`src/hw/rtl/nce_pkg.sv`:
```
// shared types and constants for the neighbor contrast energy block
package nce_pkg;

	localparam int PIX_W     = 8;
	localparam int DIM_W     = 13;
	localparam int SUM_W     = 43;
	localparam int PSUM_W    = 42;
	localparam int MEAN_W    = 24;
	localparam int PCNT_W    = 26;
	localparam int CFG_IDX_W = 2;
	localparam int SQ_W      = 2 * PIX_W + 1;

	localparam logic [CFG_IDX_W-1:0] REG_FRAME_ROWS = CFG_IDX_W'(0);
	localparam logic [CFG_IDX_W-1:0] REG_FRAME_COLS = CFG_IDX_W'(1);

	localparam logic [DIM_W-1:0] DIM_MIN   = DIM_W'(2);
	localparam logic [DIM_W-1:0] DIM_RESET = DIM_W'(2);

	typedef struct packed {
		logic run;
		logic done;
	} div_stat_t;

endpackage

```
`src/hw/rtl/nce_div.sv`:
```
// restoring divider, one quotient bit per cycle
module nce_div import nce_pkg::*; #(
	parameter int NUM_W = 51,
	parameter int DEN_W = 28
) (
	input  logic             clk,
	input  logic             arst_n,
	input  logic             start,
	input  logic [NUM_W-1:0] num,
	input  logic [DEN_W-1:0] den,
	input  logic             take,
	output div_stat_t        stat,
	output logic [NUM_W-1:0] quot
);

	localparam int CNT_W = $clog2(NUM_W + 1);

	localparam logic [1:0] ST_IDLE = 2'd0;
	localparam logic [1:0] ST_RUN  = 2'd1;
	localparam logic [1:0] ST_DONE = 2'd2;

	logic [1:0]       state_q;
	logic [CNT_W-1:0] cnt_q;
	logic [NUM_W-1:0] num_q;
	logic [DEN_W-1:0] den_q;
	logic [DEN_W-1:0] rem_q;

	logic [DEN_W:0]   rem_sh;
	logic             ge;
	logic [DEN_W-1:0] rem_nx;

	always_comb begin
		rem_sh = {rem_q, num_q[NUM_W-1]};
		ge     = rem_sh >= {1'b0, den_q};
		rem_nx = ge ? DEN_W'(rem_sh - {1'b0, den_q}) : rem_sh[DEN_W-1:0];
	end

	always_ff @(posedge clk or negedge arst_n) begin
		if (!arst_n) begin
			state_q <= ST_IDLE;
			cnt_q   <= '0;
		end else begin
			unique case (state_q)
				ST_IDLE: begin
					if (start) begin
						state_q <= ST_RUN;
						cnt_q   <= CNT_W'(NUM_W);
					end
				end
				ST_RUN: begin
					cnt_q <= cnt_q - 1'b1;
					if (cnt_q == CNT_W'(1)) begin
						state_q <= ST_DONE;
					end
				end
				ST_DONE: begin
					if (take) begin
						state_q <= ST_IDLE;
					end
				end
				default: begin
					state_q <= ST_IDLE;
				end
			endcase
		end
	end

	// numerator register shifts out dividend bits and takes in quotient bits
	always_ff @(posedge clk) begin
		if (state_q == ST_IDLE && start) begin
			num_q <= num;
			den_q <= den;
			rem_q <= '0;
		end else if (state_q == ST_RUN) begin
			num_q <= {num_q[NUM_W-2:0], ge};
			rem_q <= rem_nx;
		end
	end

	assign stat.run  = state_q != ST_IDLE;
	assign stat.done = state_q == ST_DONE;
	assign quot      = num_q;

endmodule

```
`config.mk`:
```
export PLATFORM = sky130hd
export DESIGN_NAME = nce_div
export DESIGN_NICKNAME = d
export VERILOG_FILES = /design/src/hw/rtl/nce_pkg.sv /design/src/hw/rtl/nce_div.sv
export SDC_FILE = /design/constraint.sdc
export NUM_CORES = 1
export LEC_CHECK = 0
export ABC_AREA = 1
export BUFFER_PORTS_ARGS = -buffer_cell sky130_fd_sc_hd__buf_2
export CORE_UTILIZATION = 24
export CTS_CLUSTER_SIZE = 12
export DETAILED_ROUTE_END_ITERATION = 10
export PLACE_DENSITY_LB_ADDON = 0.12
export SKIP_CTS_REPAIR_TIMING = 1
export SLEW_MARGIN = 20
export SYNTH_ARGS = -nofsm -noshare
export SYNTH_HDL_FRONTEND = slang
export SYNTH_SLANG_ARGS = --single-unit
```
`constraint.sdc`:
```
create_clock -name clk -period 2.7 [get_ports clk]
set_clock_uncertainty 0.05 [all_clocks]
set_input_delay 0.135 -clock clk [delete_from_list [all_inputs] [get_ports clk]]
set_output_delay 0.135 -clock clk [all_outputs]
set_load 0.01 [all_outputs]
```
==> metrics, run 1 <==
status completed; H-tree depth 4; Worst setup SP type flip-flop; Syn Area/Cell approximately 7.4 µm²; DRT met1 WL approximately 10 mm; worst hold path type input pin to flip-flop; Fin. Hold Viols 0; routed length per instance about 14 µm; kind of end point of the critical path flip-flop; total CTS buffers 17; crit-path cells inv_1 > ha_1 > nand2_1 > nor2_2 > nand2_1 > nor3_2 > nand3_1 > nand3_4 > buf_12 > nand3_1 > nand2_1 > nand2_1; Die Area 29500 µm²; pin count of the biggest net entering global routing between 60 and 70; Max clock buf depth 2; DRC 0; final slew viol count 0; Syn Nets ~1.0k; routed length on met3 1.08 mm; Post-Syn Area 6920 µm²; Final GP Congestion between 0.8 and 0.9; sequential fraction of the synthesis area between 40% and 50%; Hold Slack ~0.027 ns; antenna viol nets, final 0; asr flop ratio synth 6.96%; WS Path Type flip-flop to flip-flop; first-pass GRT wire length ~33 mm; Mapped Cells around 930; PD cells between 1000 and 1500 nW/µm²; ant diodes 0; Crit Path Max Fanout 26; Distinct cells, synth 38; most common cell in the synthesized netlist nand2_1; NumNets Final 1271; initial antenna violation count 0; CP Buf/Inv Count 2; worst skew pair latency 0.43 ns; Yosys warnings 0; 1st-iter DRT viols ~300; final instance area between 9000 and 10000 µm²; WL final 21.1 mm; core area around 28000 µm²; Yosys top cell by area edfxtp_1; clock slew at reported path FFs approximately 0.060 ns; vias in the first global route between 6k and 7k; CTS tree yes; DR pass1 iterations 4; fmax roughly 0.43 GHz; via count 6428; placement-stage cell area about 8000 µm²; number of synthesized flops with an enable pin 79; Max Cap Viol 0; Pleak 0.00482 µW; final core utilization about a third; critical path's slowest cell ha_1; Ports 136; actual slew at the worst max-slew pin 0.616 ns; WP data required between 2 and 3 ns; GRT Total Usage 14.9%; final period utilization a little under nine tenths; post-route minimum period ~2.3 ns; total negative slack 0 ns; CTS root buf clkbuf_16; register bit total from synthesis 115; Synth area leaders edfxtp_1, nand2_1, dfxtp_1; Main synth FF type edfxtp_1; # rows 61; Top Layer Used met4; HPWL Detailed 15.0 mm; unrepaired setup endpoints after global routing no; most common library cells after synthesis nand2_1, inv_1, edfxtp_1; register area ~3100 µm²; Die W approximately 170 µm; routed wl met2 between 9 and 10 mm; die height ~170 µm; Vias/cell between 4 and 5; worst path arrival time 2.61 ns; footprint of the multi-input gates 3150 µm²; Max rail drop VDD approximately 0.50 mV; IO Port Bufs about 140; slew margin rel. 58.9%; share of cells above drive strength 1 around a fifth; most used cell, CP nand2_1; total power approximately 12000 µW; TritonCTS Sinks ~120; Synth top area share approximately a third; slowest stage delay, CP roughly 0.43 ns; Initial Util 24.6%; CP delay by family, top simple AND/OR/NAND/NOR gates; Syn-to-layout area delta 37.6%; grt total ovfl 0; final setup fails 0; number of fillers in the final layout 3124
through the flow:
step	setup WS [ns]	std cells
2_1_floorplan	0.579	933
3_3_place_gp	0.323	1436
3_5_place_dp	0.338	1436
4_1_cts	0.341	1468
5_1_grt	0.133	1548
6_report	0.369	1548
worst min-delay path: stages:
cell and delay (ns):
buf_2 0.08, nor2_1 0.04, a31oi_1 0.13
cells in the final DEF (no fill, tap or decap), types with 3 or more instances in the layout:
cell | Yosys | final
nor2_1 | 47 | 47
xor2_1 | 4 | 4
edfxtp_1 | 79 | 79
o21bai_1 | 4 | 4
inv_1 | 130 | 130
nand2_1 | 392 | 391
dfxtp_1 | 28 | 28
nor2_2 | 27 | 27
xnor2_1 | 7 | 7
dlygate4sd3_1 | 0 | 80
buf_2 | 2 | 135
o21ai_1 | 14 | 14
clkbuf_16 | 0 | 17
buf_12 | 1 | 4
inv_2 | 8 | 7
nor3_1 | 7 | 7
a21oi_1 | 20 | 20
buf_4 | 0 | 7
nand4_1 | 7 | 7
ha_1 | 30 | 30
bufinv_16 | 0 | 4
dfrtp_1 | 8 | 8
clkinv_2 | 1 | 3
nand2_2 | 9 | 10
o21ai_0 | 6 | 6
nand3_1 | 67 | 67
registers in the layout, indices dropped and copies added, names as in the netlist:
name and flops:
cnt_q 6, state_q 2, den_q 28, rem_q 28, quot 51
per-layer routing:
| metal | up-vias | GRT usage, % |
|---|---|---|
| li1 | 3370 | - |
| met1 | 2900 | 19.3 |
| met2 | 140 | 22.9 |
| met3 | 18 | 4.99 |
| met4 | 0 | 4.96 |
| met5 | - | 0 |
power by group:
| group | switching [µW] | leakage, µW | internal, µW |
|---|---|---|---|
| registers | 471 | 0.00112 | 2880 |
| clock network | 908 | 0.000304 | 1600 |
| logic | 3670 | 0.00339 | 2200 |
| total | 5050 | 0.00482 | 6690 |
cell type report:
class / instances / area share (%)
clock inverters: 11 / 1.84
clock buffers: 21 / 4.84
multi-input cells: 658 / 33.0
flip-flops and latches: 115 / 32.9
well taps: 378 / 4.97
repair buffers: 226 / 16.9
inverters: 139 / 5.51
cell families after synthesis:
kind of cell             share of synthesized area [%]
AO/OA/AOI/OAI                                     3.96
XOR/XNOR                                          1.39
adder cells (fa/ha/maj)                           5.71
buffers and inverters                             9.29
flip-flops                                        45.3
multiplexers                                     0.145
AND/OR/NAND/NOR                                   34.2
worst paths after layout:
| kind | end | from | slack [ns] | cells past startpoint |
|---|---|---|---|---|
| max reg2reg | rem_q[24] | den_q[21] | 0.37 | 12 |
| min reg2reg | rem_q[8] | rem_q[8] | 0.43 | 2 |
| min | quot[0] | num[0] | 0.03 | 3 |
| min in group asynchronous | cnt_q[5] | arst_n | 0.06 | 2 |
| max in group asynchronous | state_q[1] | arst_n | 2.36 | 2 |
| max | rem_q[24] | den_q[21] | 0.37 | 12 |
No activity file was read; power rests on OpenSTA's default activity.
==> run 2, diff against run 1 <==
clock period = 2.1 ns   (was 2.7 ns; I/O delays follow)
==> run 2 against run 1 <==
Critical path depth grew 3. Worst hold slack worse by 0.0064 ns. Routed wire length up 2.5%. First-iteration DRC count is 9.1% lower. Cell count grew 5.0%. Sequential power is 32% higher. Combinational power is 70% higher. Global-route usage shrank 0.32 points. Largest power group unchanged.
==> metrics, run 2 (same netlist as run 1, synthesis figures left out) <==
die height about 170 µm; min-delay src num[0]; CTS root buf clkbuf_16; 1st-iter DRT viols 280; Vias/cell about 4.2; Hold Slack around 0.02 ns; Initial Util between 20% and 30%; clock slew at reported path FFs 0.06 ns; status completed; FF-to-FF path depth 15; slowest stage delay, CP 0.43 ns; R2R Path Start den_q[1]; most used cell, CP nand2_1; DR pass1 iterations 4; vias in the first global route between 6k and 7k; TritonCTS Sinks 115; kind of end point of the critical path flip-flop; total CTS buffers 17; actual slew at the worst max-slew pin roughly 0.43 ns; max reg flops between 50 and 60; final period utilization 97.3%; commonest non-fill, non-tap cells in the layout nand2_1, buf_2, inv_1; Pleak around 0.0052 µW; H-tree depth 4; Final GP Congestion just over 0.8; most common cell after layout, fill and taps aside nand2_1; hold depth 3; worst hold path type input pin to flip-flop; IO Port Bufs around 140; Fin. Hold Viols 0; NumNets Final between 1k and 1.5k; pin count of the biggest net entering global routing 81; R2R Setup Slk 0.06 ns; post-route minimum period 2.04 ns; Die Area 29500 µm²; critical path's slowest cell edfxtp_1; HPWL Detailed around 15 mm; antenna viol nets, final 0; worst path arrival time 2.30 ns; via count between 6k and 7k; final setup fails 0; crit-path cells inv_2 > ha_4 > nand2_1 > nor2_1 > nand2_1 > nand3_4 > nand2_4 > nand2_2 > nand2_2 > nand3_4 > buf_12 > nor2_2 > nor2_1 > nand2_1 > nand2_1; final core utilization between 30% and 40%; Max clock buf depth 2; Max Cap Viol 0; fmax 0.489 GHz; initial antenna violation count 0; DRC 0; final slew viol count 0; ant diodes 0; routed length per instance between 10 and 15 µm; Syn-to-layout area delta 55.7%; Ports approximately 140; unrepaired setup endpoints after global routing yes; share of cells above drive strength 1 around a third; worst hold endpoint quot[0]; PD cells 1600 nW/µm²; Max rail drop VDD between 0.6 and 0.7 mV; CP Buf/Inv Count 2; WL final between 20 and 25 mm; Crit Path Max Fanout 18; # rows just over 60; CTS tree yes; WP data required roughly 2.4 ns; first-pass GRT wire length roughly 32 mm; Worst setup SP type flip-flop; worst r2r dst rem_q[18]; slew margin rel. 71.7%; critical path startpoint den_q[1]; total power 17200 µW; core area approximately 28000 µm²; WS Path Type flip-flop to flip-flop; Die W roughly 170 µm; grt total ovfl 0; GRT Total Usage approximately 15%; CP delay by family, top simple AND/OR/NAND/NOR gates; worst skew pair latency around 0.43 ns
-- run 2: report_power, final --
group	switching [µW]	internal [µW]	total [µW]
combinational	5450	4520	9980
clock	1200	1640	2840
sequential	714	3710	4420
-- run 2: through the flow --
step	area [µm²]	worst slack, ns	std cells	TNS (ns)
floorplan	6920	0.102	933	0
global placement	8600	-0.104	1502	-1.86
global route	10800	-0.0919	1626	-1.58
CTS	9170	-0.115	1534	-2.20
detailed placement	8600	-0.0867	1502	-1.43
finish	10800	0.0559	1626	0
-- run 2: tightest hold or removal path, delay by kind of cell --
family,cells,cell delay [ns]
buffers and inverters,1,0.08
AND/OR/NAND/NOR,1,0.04
AO/OA/AOI/OAI,1,0.15
-- run 2: per-layer routing --
layer	vias up	track usage, %	part of all wire (%)
met5	-	0	0
met4	0	4.50	1.5
met3	17	4.74	4.9
met2	143	22.9	46
met1	3061	18.8	47
li1	3531	-	-
-- run 2: area by class of cell --
cell class                      instances  area [µm²]
Timing Repair Buffer                  304        2260
Fill cell                            3011       17300
Clock buffer                           18         429
Sequential cell                       115        3140
Clock inverter                         14         133
Tap cell                              378         473
Inverter                              139         524
Multi-Input combinational cell        658        3820
-- run 2: worst max-delay path by stage --
stage,end,slack (ns),cells past startpoint
detailed placement,rem_q[26],-0.09,12
CTS,rem_q[26],-0.11,12
finish,rem_q[18],0.06,15
floorplan,rem_q[16],0.10,13
global route,rem_q[18],-0.09,15
global placement,rem_q[24],-0.10,12
